[src/fcpp_pkg.sv]
// Shared types and constants for the command packet parser
`default_nettype none

package fcpp_pkg;

  localparam int STORE_DEPTH_DEF = 16;
  localparam int QUEUE_DEPTH = 2;

  localparam int BYTE_W = 8;
  localparam int CFG_IDX_W = 2;
  localparam int CFG_DATA_W = 8;
  localparam int MAXPL_W = 4;
  localparam int COUNT_W = 5;
  localparam int KIND_W = 2;
  localparam int WORD_W = 16;
  localparam int OUT_DATA_W = 48;

  localparam logic [CFG_IDX_W-1:0] CFG_HDR_FIRST = 2'd0;
  localparam logic [CFG_IDX_W-1:0] CFG_HDR_SECOND = 2'd1;
  localparam logic [CFG_IDX_W-1:0] CFG_MAX_PAYLOAD = 2'd2;

  localparam logic [BYTE_W-1:0] HDR_FIRST_RST = 8'hAA;
  localparam logic [BYTE_W-1:0] HDR_SECOND_RST = 8'h55;
  localparam logic [MAXPL_W-1:0] MAX_PAYLOAD_RST = 4'd10;

  localparam logic [BYTE_W-1:0] ID_BASE_CTRL = 8'h01;
  localparam logic [BYTE_W-1:0] ID_CTRL_REQ = 8'h0E;
  localparam logic [BYTE_W-1:0] ID_EXT_REQ = 8'h09;

  // frame offset of the first payload byte (two header bytes, one length byte)
  localparam int PAYLOAD_OFS = 3;

  localparam logic [KIND_W-1:0] KIND_OTHER = 2'd0;
  localparam logic [KIND_W-1:0] KIND_BASE = 2'd1;
  localparam logic [KIND_W-1:0] KIND_CTRL_REQ = 2'd2;
  localparam logic [KIND_W-1:0] KIND_EXT_REQ = 2'd3;

  typedef struct packed {
    logic                     done;
    logic [KIND_W-1:0]        kind;
    logic [BYTE_W-1:0]        id;
    logic signed [WORD_W-1:0] speed;
    logic signed [WORD_W-1:0] radius;
    logic [BYTE_W-1:0]        flag;
  } result_t;

endpackage

`default_nettype wire

[src/fcpp_queue.sv]
// Small result queue between the parser front and the output stage
`default_nettype none

module fcpp_queue #(
  parameter int DEPTH = fcpp_pkg::QUEUE_DEPTH
) (
  input  wire logic             clk,
  input  wire logic             rst,
  input  wire logic             push,
  input  wire fcpp_pkg::result_t wr_data,
  output logic                  full,
  input  wire logic             pop,
  output logic                  empty,
  output fcpp_pkg::result_t     rd_data
);

  localparam int PTR_W = (DEPTH > 1) ? $clog2(DEPTH) : 1;
  localparam int CNT_W = $clog2(DEPTH + 1);
  localparam logic [PTR_W-1:0] PTR_LAST = PTR_W'(DEPTH - 1);
  localparam logic [CNT_W-1:0] CNT_FULL = CNT_W'(DEPTH);

  fcpp_pkg::result_t mem [DEPTH];
  logic [PTR_W-1:0] wr_ptr;
  logic [PTR_W-1:0] rd_ptr;
  logic [CNT_W-1:0] count;

  assign full = (count == CNT_FULL);
  assign empty = (count == '0);
  assign rd_data = mem[rd_ptr];

  always_ff @(posedge clk) begin
    if (push) begin
      mem[wr_ptr] <= wr_data;
    end
  end

  always_ff @(posedge clk) begin
    if (rst) begin
      wr_ptr <= '0;
      rd_ptr <= '0;
      count <= '0;
    end else begin
      if (push) begin
        wr_ptr <= (wr_ptr == PTR_LAST) ? '0 : wr_ptr + PTR_W'(1);
      end
      if (pop) begin
        rd_ptr <= (rd_ptr == PTR_LAST) ? '0 : rd_ptr + PTR_W'(1);
      end
      case ({push, pop})
        2'b10:   count <= count + CNT_W'(1);
        2'b01:   count <= count - CNT_W'(1);
        default: count <= count;
      endcase
    end
  end

endmodule

`default_nettype wire

[src/fcpp_front.sv]
// Parser front: header hunt, length, payload capture and packet classification
`default_nettype none

module fcpp_front #(
  parameter int STORE_DEPTH = fcpp_pkg::STORE_DEPTH_DEF
) (
  input  wire logic                               clk,
  input  wire logic                               rst,
  input  wire logic                               in_valid,
  output logic                                    in_ready,
  input  wire logic [fcpp_pkg::BYTE_W-1:0]        in_byte,
  input  wire logic                               cfg_we,
  input  wire logic [fcpp_pkg::CFG_IDX_W-1:0]     cfg_index,
  input  wire logic [fcpp_pkg::CFG_DATA_W-1:0]    cfg_data,
  input  wire logic                               q_full,
  output logic                                    push,
  output fcpp_pkg::result_t                       rec
);

  typedef enum logic [1:0] {
    PH_CLEAR,
    PH_HEADER,
    PH_LENGTH,
    PH_PAYLOAD
  } phase_t;

  localparam int CW = fcpp_pkg::COUNT_W;
  localparam int BW = fcpp_pkg::BYTE_W;
  localparam int LW = BW + 1;

  // payload bytes kept only where they fall inside the store
  localparam bit OK0 = (fcpp_pkg::PAYLOAD_OFS + 0) < STORE_DEPTH;
  localparam bit OK2 = (fcpp_pkg::PAYLOAD_OFS + 2) < STORE_DEPTH;
  localparam bit OK3 = (fcpp_pkg::PAYLOAD_OFS + 3) < STORE_DEPTH;
  localparam bit OK4 = (fcpp_pkg::PAYLOAD_OFS + 4) < STORE_DEPTH;
  localparam bit OK5 = (fcpp_pkg::PAYLOAD_OFS + 5) < STORE_DEPTH;

  localparam logic [CW-1:0] OFS_B0 = CW'(fcpp_pkg::PAYLOAD_OFS + 0);
  localparam logic [CW-1:0] OFS_B2 = CW'(fcpp_pkg::PAYLOAD_OFS + 2);
  localparam logic [CW-1:0] OFS_B3 = CW'(fcpp_pkg::PAYLOAD_OFS + 3);
  localparam logic [CW-1:0] OFS_B4 = CW'(fcpp_pkg::PAYLOAD_OFS + 4);
  localparam logic [CW-1:0] OFS_B5 = CW'(fcpp_pkg::PAYLOAD_OFS + 5);

  logic [BW-1:0] hdr_first;
  logic [BW-1:0] hdr_second;
  logic [fcpp_pkg::MAXPL_W-1:0] max_payload;

  phase_t phase;
  phase_t phase_next;
  phase_t ph;
  logic [CW-1:0] count;
  logic [CW-1:0] count_next;
  logic [CW-1:0] cnt;
  logic [BW-1:0] plen;
  logic [BW-1:0] plen_next;
  logic [BW-1:0] want;
  logic done;

  logic [BW-1:0] pb0, pb2, pb3, pb4, pb5;
  logic [BW-1:0] v0, v2, v3, v4, v5;

  assign in_ready = !q_full;
  assign push = in_valid && in_ready;

  always_comb begin
    ph = phase;
    cnt = count;
    if (phase == PH_CLEAR) begin
      ph = PH_HEADER;
      cnt = '0;
    end
    phase_next = ph;
    count_next = cnt;
    plen_next = plen;
    done = 1'b0;
    want = (cnt == '0) ? hdr_first : hdr_second;
    case (ph)
      PH_HEADER: begin
        if (cnt > CW'(1) || in_byte != want) begin
          count_next = '0;
        end else begin
          count_next = cnt + CW'(1);
          if (cnt == CW'(1)) begin
            phase_next = PH_LENGTH;
          end
        end
      end
      PH_LENGTH: begin
        count_next = cnt + CW'(1);
        plen_next = in_byte;
        phase_next = PH_PAYLOAD;
      end
      PH_PAYLOAD: begin
        count_next = cnt + CW'(1);
        if (plen > BW'(max_payload)) begin
          phase_next = PH_CLEAR;
        end else if (LW'(cnt) + LW'(1) >= LW'(plen) + LW'(4)) begin
          done = 1'b1;
          phase_next = PH_CLEAR;
        end
      end
      default: begin
        phase_next = PH_HEADER;
      end
    endcase
  end

  always_ff @(posedge clk) begin
    if (rst) begin
      hdr_first <= fcpp_pkg::HDR_FIRST_RST;
      hdr_second <= fcpp_pkg::HDR_SECOND_RST;
      max_payload <= fcpp_pkg::MAX_PAYLOAD_RST;
      phase <= PH_CLEAR;
      count <= '0;
      plen <= '0;
    end else begin
      if (cfg_we) begin
        case (cfg_index)
          fcpp_pkg::CFG_HDR_FIRST:   hdr_first <= cfg_data;
          fcpp_pkg::CFG_HDR_SECOND:  hdr_second <= cfg_data;
          fcpp_pkg::CFG_MAX_PAYLOAD: max_payload <= cfg_data[fcpp_pkg::MAXPL_W-1:0];
          default: ;
        endcase
      end
      if (push) begin
        phase <= phase_next;
        count <= count_next;
        plen <= plen_next;
      end
    end
  end

  // only the payload bytes that the decode reads are kept
  always_ff @(posedge clk) begin
    if (push && ph == PH_PAYLOAD) begin
      case (cnt)
        OFS_B0:  pb0 <= in_byte;
        OFS_B2:  pb2 <= in_byte;
        OFS_B3:  pb3 <= in_byte;
        OFS_B4:  pb4 <= in_byte;
        OFS_B5:  pb5 <= in_byte;
        default: ;
      endcase
    end
  end

  always_comb begin
    v0 = (OK0 && plen > BW'(0)) ? pb0 : '0;
    v2 = (OK2 && plen > BW'(2)) ? pb2 : '0;
    v3 = (OK3 && plen > BW'(3)) ? pb3 : '0;
    v4 = (OK4 && plen > BW'(4)) ? pb4 : '0;
    v5 = (OK5 && plen > BW'(5)) ? pb5 : '0;
    rec = '0;
    if (done) begin
      rec.done = 1'b1;
      rec.id = v0;
      if (v0 == fcpp_pkg::ID_BASE_CTRL) begin
        rec.kind = fcpp_pkg::KIND_BASE;
        rec.speed = {v3, v2};
        rec.radius = {v5, v4};
      end else if (v0 == fcpp_pkg::ID_CTRL_REQ) begin
        rec.kind = fcpp_pkg::KIND_CTRL_REQ;
      end else if (v0 == fcpp_pkg::ID_EXT_REQ) begin
        rec.kind = fcpp_pkg::KIND_EXT_REQ;
        rec.flag = v2;
      end else begin
        rec.kind = fcpp_pkg::KIND_OTHER;
      end
    end
  end

endmodule

`default_nettype wire

[src/fcpp_back.sv]
// Output stage: registers queued results onto the master stream
`default_nettype none

module fcpp_back (
  input  wire logic                                clk,
  input  wire logic                                rst,
  input  wire logic                                q_empty,
  input  wire fcpp_pkg::result_t                   q_data,
  output logic                                     pop,
  output logic                                     m_tvalid,
  input  wire logic                                m_tready,
  output logic [fcpp_pkg::OUT_DATA_W-1:0]          m_tdata,
  output logic                                     m_tlast,
  output logic [fcpp_pkg::KIND_W-1:0]              m_tuser
);

  fcpp_pkg::result_t hold;

  assign pop = !q_empty && (!m_tvalid || m_tready);

  always_ff @(posedge clk) begin
    if (rst) begin
      m_tvalid <= 1'b0;
    end else if (pop) begin
      m_tvalid <= 1'b1;
    end else if (m_tready) begin
      m_tvalid <= 1'b0;
    end
  end

  always_ff @(posedge clk) begin
    if (pop) begin
      hold <= q_data;
    end
  end

  assign m_tdata = {hold.flag, hold.radius, hold.speed, hold.id};
  assign m_tlast = hold.done;
  assign m_tuser = hold.kind;

endmodule

`default_nettype wire

[src/framed_command_packet_parser_core.sv]
// Top level of the framed command packet parser
//
// Slave stream: one received serial byte per beat on s_tdata. Every byte
// gives exactly one result beat on the master stream, in order.
// Master stream: m_tlast is high on the beat of the byte that completed a
// packet (the checksum byte); m_tuser then holds the packet kind and
// m_tdata the id, speed, radius and extended flag. Other beats carry zeros.
// Config: cfg_we writes cfg_data to register cfg_index (0 first header
// byte, 1 second header byte, 2 payload limit); write only while idle.
// Path: a byte taken is written into the queue, then into the output
// register once the output is free. Throughput: one byte per cycle while
// s_tready is high; the parser state advances on every accepted byte.
// Reset: header bytes return to 0xAA/0x55, limit to 10, parser hunts for
// a new header, queue and output register are emptied.
// Stall: the two-entry queue and the output register hold up to three
// results; after that s_tready drops until the receiver takes a beat.
`default_nettype none

module framed_command_packet_parser_core #(
  parameter int STORE_DEPTH = fcpp_pkg::STORE_DEPTH_DEF
) (
  input  wire logic                               clk,
  input  wire logic                               rst,
  input  wire logic                               s_tvalid,
  output logic                                    s_tready,
  input  wire logic [fcpp_pkg::BYTE_W-1:0]        s_tdata,   // [7:0] rx_byte
  output logic                                    m_tvalid,
  input  wire logic                               m_tready,
  // [7:0] payload_id, [23:8] drive_speed, [39:24] turn_radius, [47:40] ext_flag
  output logic [fcpp_pkg::OUT_DATA_W-1:0]         m_tdata,
  output logic                                    m_tlast,   // packet_done
  output logic [fcpp_pkg::KIND_W-1:0]             m_tuser,   // [1:0] packet_kind
  input  wire logic                               cfg_we,
  input  wire logic [fcpp_pkg::CFG_IDX_W-1:0]     cfg_index,
  input  wire logic [fcpp_pkg::CFG_DATA_W-1:0]    cfg_data
);

  logic q_full;
  logic q_empty;
  logic push;
  logic pop;
  fcpp_pkg::result_t rec;
  fcpp_pkg::result_t q_data;

  fcpp_front #(
    .STORE_DEPTH(STORE_DEPTH)
  ) u_front (
    .clk       (clk),
    .rst       (rst),
    .in_valid  (s_tvalid),
    .in_ready  (s_tready),
    .in_byte   (s_tdata),
    .cfg_we    (cfg_we),
    .cfg_index (cfg_index),
    .cfg_data  (cfg_data),
    .q_full    (q_full),
    .push      (push),
    .rec       (rec)
  );

  fcpp_queue #(
    .DEPTH(fcpp_pkg::QUEUE_DEPTH)
  ) u_queue (
    .clk     (clk),
    .rst     (rst),
    .push    (push),
    .wr_data (rec),
    .full    (q_full),
    .pop     (pop),
    .empty   (q_empty),
    .rd_data (q_data)
  );

  fcpp_back u_back (
    .clk      (clk),
    .rst      (rst),
    .q_empty  (q_empty),
    .q_data   (q_data),
    .pop      (pop),
    .m_tvalid (m_tvalid),
    .m_tready (m_tready),
    .m_tdata  (m_tdata),
    .m_tlast  (m_tlast),
    .m_tuser  (m_tuser)
  );

endmodule

`default_nettype wire

[config.mk]
export PLATFORM = sky130hd
export DESIGN_NAME = framed_command_packet_parser_core
export DESIGN_NICKNAME = d
export VERILOG_FILES = /design/src/fcpp_pkg.sv /design/src/fcpp_queue.sv /design/src/fcpp_front.sv /design/src/fcpp_back.sv /design/src/framed_command_packet_parser_core.sv
export SDC_FILE = /design/constraint.sdc
export NUM_CORES = 1
export LEC_CHECK = 0
export BUFFER_PORTS_ARGS = -buffer_cell sky130_fd_sc_hd__buf_2
export CORE_MARGIN = 4
export CORE_UTILIZATION = 35
export CTS_CLUSTER_SIZE = 14
export DETAILED_ROUTE_END_ITERATION = 12
export SYNTH_ARGS = -nofsm -noshare
export SYNTH_HDL_FRONTEND = slang
export SYNTH_SLANG_ARGS = --single-unit
[constraint.sdc]
create_clock -name clk -period 4.55 [get_ports clk]
set_clock_uncertainty 0.1 [all_clocks]
set_input_delay 0.2275 -clock clk [delete_from_list [all_inputs] [get_ports clk]]
set_output_delay 0.2275 -clock clk [all_outputs]
set_load 0.01 [all_outputs]
* After elaboration in Yosys (flattened, before gate mapping) *
Memories as Yosys holds them, arrays and structs flattened. A register that Yosys moved wholly into a read port is not among the register bits.
Cells that the tools add are included.

word-level totals
  register bits after elaboration = 80
  memory bits (writable) = 102
  input bits = 23
  output and inout bits = 53
  memories kept = 1

operators by class
  add/subtract/negate cells = 7
  magnitude comparators = 8
  equality and inequality tests = 18
  multiplexer cells = 33
  reduce and logical (&&, ||, !) cells = 24

memory list
  name         depth  bits a word  read ports  clocked after memory_dff  write ports  RTL line          source
  u_queue.mem  2      51           1           1                         1            fcpp_queue.sv:22  fcpp_pkg::result_t mem [DEPTH];

operators by type and width
  cell                   number
  $mux W8                9
  $mux W51               1
  $mux W32               1
  $reduce_and A2 Y1      9
  $eq A8 B4 Y1 const B   2
  $gt A8 B2 Y1 const B   2
  $gt A8 B3 Y1 const B   2
  $mux W2                8
  $eq A5 B3 Y1 const B   3
  $eq A2 B2 Y1 const B   5
  $mux W5                2
  $pmux W5 S2            1
  $add A8 B3 Y9 const B  1
  $ge A9 B9 Y1           1
  $mux W1                9
  $eq A8 B1 Y1 const B   1
  $gt A8 B1 Y1 const B   1
  $gt A8 B4 Y1           1
  $ne A8 B8 Y1           1
  $add A5 B1 Y6 const B  1
  $eq A2 B1 Y1 const B   3
  $logic_not A2 Y1       3
  $pmux W2 S3            1
  $add A5 B1 Y5 const B  1
  14 further kinds       21

* Logic depth before layout (Yosys ltp) *
  depth in word-level cells = 8
  gate-level depth with buffers = 13
  mapped depth without buffers = 10

* Cells and area by module *
From an unflattened synthesis, not the netlist that was laid out.

unflattened totals
  cells, all modules = 656
  area, all modules = 9,537.9 um^2

modules (own cells, without submodules)
  module      instances  cells an instance  area each (um^2)
  fcpp_front  1          420                4,077.7
  fcpp_queue  1          181                3,872.5
  fcpp_back   1          55                 1,587.8

* Worst setup path after synthesis *
OpenSTA, ideal clock, no wires.

  path type = register to register
  from = register u_queue.count[0]
  to = memory u_queue.mem[0][0] in the netlist's numbering (enable)
  library setup time = 0.460 ns
  arrival time = 3.123 ns
  setup slack = 0.867 ns
  cell stages (with the launch flop) = 6
  path buffers = 1
  period minus slack after synthesis = 3.683 ns
  cells stage by stage = dfxtp_1 nand2b_1 and2_1 buf_2 inv_1 nor2_1

between the ends
  word-level cells in the longest chain between the ends = 5

ends and longest elaborated chain
  element                        RTL line                                 source
  start: declaration             fcpp_queue.sv:25                         logic [CNT_W-1:0] count;
  start signal: assignment       fcpp_queue.sv:50                         2'b10: count <= count + CNT_W'(1);
  start signal: assignment       fcpp_queue.sv:51                         2'b01: count <= count - CNT_W'(1);
  start signal: assignment       fcpp_queue.sv:52                         default: count <= count;
  $eq A2 B2 Y1                   fcpp_queue.sv:27                         assign full = (count == CNT_FULL);
  $logic_not A1 Y1               fcpp_front.sv:62                         assign in_ready = !q_full;
  named net s_tready             framed_command_packet_parser_core.sv:25  output logic s_tready,
  $logic_and A1 B1 Y1            fcpp_front.sv:63                         assign push = in_valid && in_ready;
  $mux W1                        fcpp_queue.sv:32                         if (push) begin
  $mux W1 (implied by the code)  fcpp_queue.sv:33                         mem[wr_ptr] <= wr_data;
  end: declaration               fcpp_queue.sv:22

The timed path passes the listed nets, and every way through them passes these cells.

==> qor.csv <==
stage;metric;value;unit
place;GP Congestion;0.8099;
yosys;post-synth top area share;61.88;%
cts;post-CTS setup buffers;0;
route;drt wl/cell;16.14;um
setup_path;crit-path most repeated cell;and2_1;
place;# port buffers;75;
timing;Max-slew headroom;18.16;%
route;routed vias/inst;4.812;
run_status;status;completed;
cts;CTS H-Tree Depth;1;
yosys;count of flip-flops with a built-in enable after synthesis;193;
cts;clock sink total;233;
final_layout;area delta synth->final;17.55;%
place;Post-DP Area;0.01011;mm^2
cts;clock tree buffer depth;3;
min_path;WHS Endpoint;u_front.plen[6];
yosys;Avg Synthesized Cell Area;14.50;um^2
route;drt pass-1 iters;5;
timing;final setup vio count;0;
place;Placement Setup Slack;1116;ps
setup_path;critical path's largest stage delay;630;ps
global_routing;global-route usage over all layers;11.98;%
yosys;yosys synthesis warning count;0;
final_layout;commonest cells after routing, fill and taps aside;edfxtp_1 (193), buf_2 (75), mux2_2 (51);
setup_path;CP Buf/Inv Count;0;
cts;CTS root buf;clkbuf_16;
place;dpl hpwl;11410;um
timing;highest clock rate;0.2919;GHz
setup_path;Crit-path slowest cell;a21oi_1;
setup_path;crit path DAT;3700;ps
min_path;Hold Crit Depth;3;
global_routing;initial antenna violation count;0;
route;Post-Route WL;17710;um
setup_path;R2R Setup Slk;1120;ps
final_layout;layout cell share with drive strength beyond 1;24.28;%
floorplan;die area;0.02944;mm^2
setup_path;Reg2Reg Depth;9;
floorplan;Ports;76;
yosys;Synth Register Bits;233;
yosys;ys async rst share;0;%
route;Final ANT Viol Nets;0;
timing;final worst-path cycle share;75.30;%
final_layout;Final Core Density;42.01;%
setup_path;crit-path cells;or2_2 > and2_1 > ha_1 > nand2b_1 > a31oi_1 > o21ai_0 > nand4_1 > a21oi_1 > and2_1;
timing;crit path time final;3426;ps
power_and_ir_drop;LEAKAGE;3.983;nW
setup_path;cell family with most CP delay;simple AND/OR/NAND/NOR gates;
yosys;Gate Count Post-Synth;646;
timing;Final Max Slew Viols;0;
global_routing;gr ovfl total;0;
timing;Fin. Hold Viols;0;
timing;TNS Setup;0;ps
final_layout;Nets;781;
global_routing;first-pass GRT wire length;27870;um
setup_path;WP data required;4820;ps
final_layout;most common cell after layout, fill and taps aside;edfxtp_1;
route;Via Count;5279;
run;# Max-Cap Violations;0;
min_path;Worst Hold Class;in2reg;
setup_path;maximum fanout along the worst path;11;
power_and_ir_drop;Power per Cell Area;528.3;mW/mm^2
setup_path;crit path kind;reg2reg;
cts;clock latency on the worst-skew pair;520;ps
floorplan;Core Box Area;0.02621;mm^2
floorplan;row count;59;
global_routing;largest net degree at the start of global routing;54;
yosys;Seq/Total Area, Yosys;70.42;%
setup_path;worst r2r src;u_front.phase[0];
power_and_ir_drop;total power;5.817;mW
power_and_ir_drop;worst vdd ir;292.2;uV
route;DRT iter0 DRCs;381;
final_layout;post-route cell area;0.01101;mm^2
yosys;library cells used by synthesis;65;
timing;unrepaired setup endpoints after global routing;no;
timing;worst-margin pin slew;1218;ps
final_layout;# diodes;0;
yosys;ys flop type;edfxtp_1;
min_path;hold path startpoint;s_tdata[6];
yosys;top cells by area, synth;edfxtp_1 (62%), dfxtp_1 (8.5%), mux2_2 (6.1%);
yosys;Post-Syn Nets;684;
floorplan;Die H;171.6;um
yosys;top cell type by total area after synthesis;edfxtp_1;
cts;TritonCTS clock tree;yes;
cts;Clk pin slew, worst setup/hold paths;60;ps
setup_path;Setup crit start kind;register;
timing;final critical-path setup slack;1124;ps
setup_path;Worst setup EP type;register;
cts;cts bufs inserted;26;
route;DRC violations left;0;
global_routing;vias in the first global route;5131;
floorplan;initial core utilization;35.74;%
setup_path;FF-to-FF End;u_queue.mem[0][13];
floorplan;Die W;171.6;um
yosys;mapped cell area;0.009366;mm^2
-- Yosys cell counts (all sizes together), types with 2 or more instances --
cell type / number
edfxtp: 193
nor2: 58
mux2: 51
nand2: 41
dfxtp: 40
and2: 27
inv: 24
a21oi: 22
ha: 15
clkbuf: 14
o21ai: 14
nand2b: 13
and3: 11
xor2: 11
buf: 9
mux2i: 7
nor2b: 7
xnor2: 7
a211o: 6
nor3: 6
a31oi: 5
nand3: 5
nand4: 5
nor3b: 4
a22o: 3
nor4: 3
o2111ai: 3
o41ai: 3
or3: 3
a2111oi: 2
a21boi: 2
a21o: 2
a22oi: 2
nand3b: 2
o211ai: 2
o21a: 2
o22ai: 2
-- cell type report --
class                   instances  area, um^2
inverters                      24       90.09
multi-input cells             366        2595
well taps                     335       419.2
flip-flops and latches        233        6598
repair buffers                 92       533.0
fillers                      2392       15200
clock inverters                 9       80.08
clock buffers                  38       695.7
-- worst max-delay path by stage --
stage | slack (ps) | endpoint | from | cells past startpoint
floorplan | 870 | u_queue.mem[0][0] | u_queue.count[0] | 5
global placement | 1210 | u_queue.mem[0][12] | u_front.phase[0] | 9
detailed placement | 1120 | u_queue.mem[0][9] | u_front.phase[0] | 9
CTS | 1080 | u_queue.mem[0][9] | u_front.phase[0] | 9
global route | 860 | u_queue.mem[1][14] | u_front.phase[0] | 9
finish | 1120 | u_queue.mem[0][13] | u_front.phase[0] | 9
-- routing by layer --
metal / track usage [%] / share of wire, % / vias to the layer above
met5: 0 / 0 / -
met4: 2.859 / 1.8 / 0
met3: 2.229 / 5.5 / 29
met2: 19.58 / 46 / 123
met1: 16.66 / 47 / 2535
li1: - / - / 2592
-- worst register-to-register path: stages (launching register included) --
cell	delay (ps)
dfxtp_1	400
or2_2	420
and2_1	210
ha_1	270
nand2b_1	90
a31oi_1	80
o21ai_0	290
nand4_1	550
a21oi_1	630
and2_1	230
-- cells by family after synthesis --
kind of cell / Yosys count / share of synthesized area (%)
DFF: 233 / 70.42
and+or+nand+nor: 192 / 10.83
AOI/OAI and AO/OA: 83 / 6.145
muxes: 58 / 6.880
buffers and inverters: 47 / 2.030
xor gates and xnor gates: 18 / 1.683
adders and majority gates: 15 / 2.004
-- report_power, final --
part / internal (mW) / total (mW) / leakage (nW) / switching (mW)
clock: 1.12 / 1.91 / 0.374 / 0.789
sequential: 2.80 / 2.92 / 2.16 / 0.128
combinational: 0.412 / 0.988 / 1.44 / 0.576
total: 4.32 / 5.82 / 3.98 / 1.49
-- flip-flops by register name, summed over array words and instances, names as in the netlist, 4 cells and up --
register and flops:
u_back.m_tdata 48, u_front.count 5, u_front.hdr_first 8, u_front.hdr_second 8, u_front.max_payload 4, u_front.pb0 8, u_front.pb2 8, u_front.pb3 8
u_front.pb4 8, u_front.pb5 8, u_front.plen 8, u_queue.mem 102
-- through the flow --
step,hold slack (ps),cells
finish,11.44,1097
global route,4.779,1097
CTS,3.418,1097
detailed placement,352.9,1038
global placement,347.5,1038
floorplan,226.4,646
-- repair_timing --
action,CTS,global route
setup endpoints to repair,0,0
hold endpoints to repair,30,0
hold buffers,12,0
resized for setup,0,0
Power figures use the tool's default switching activity.
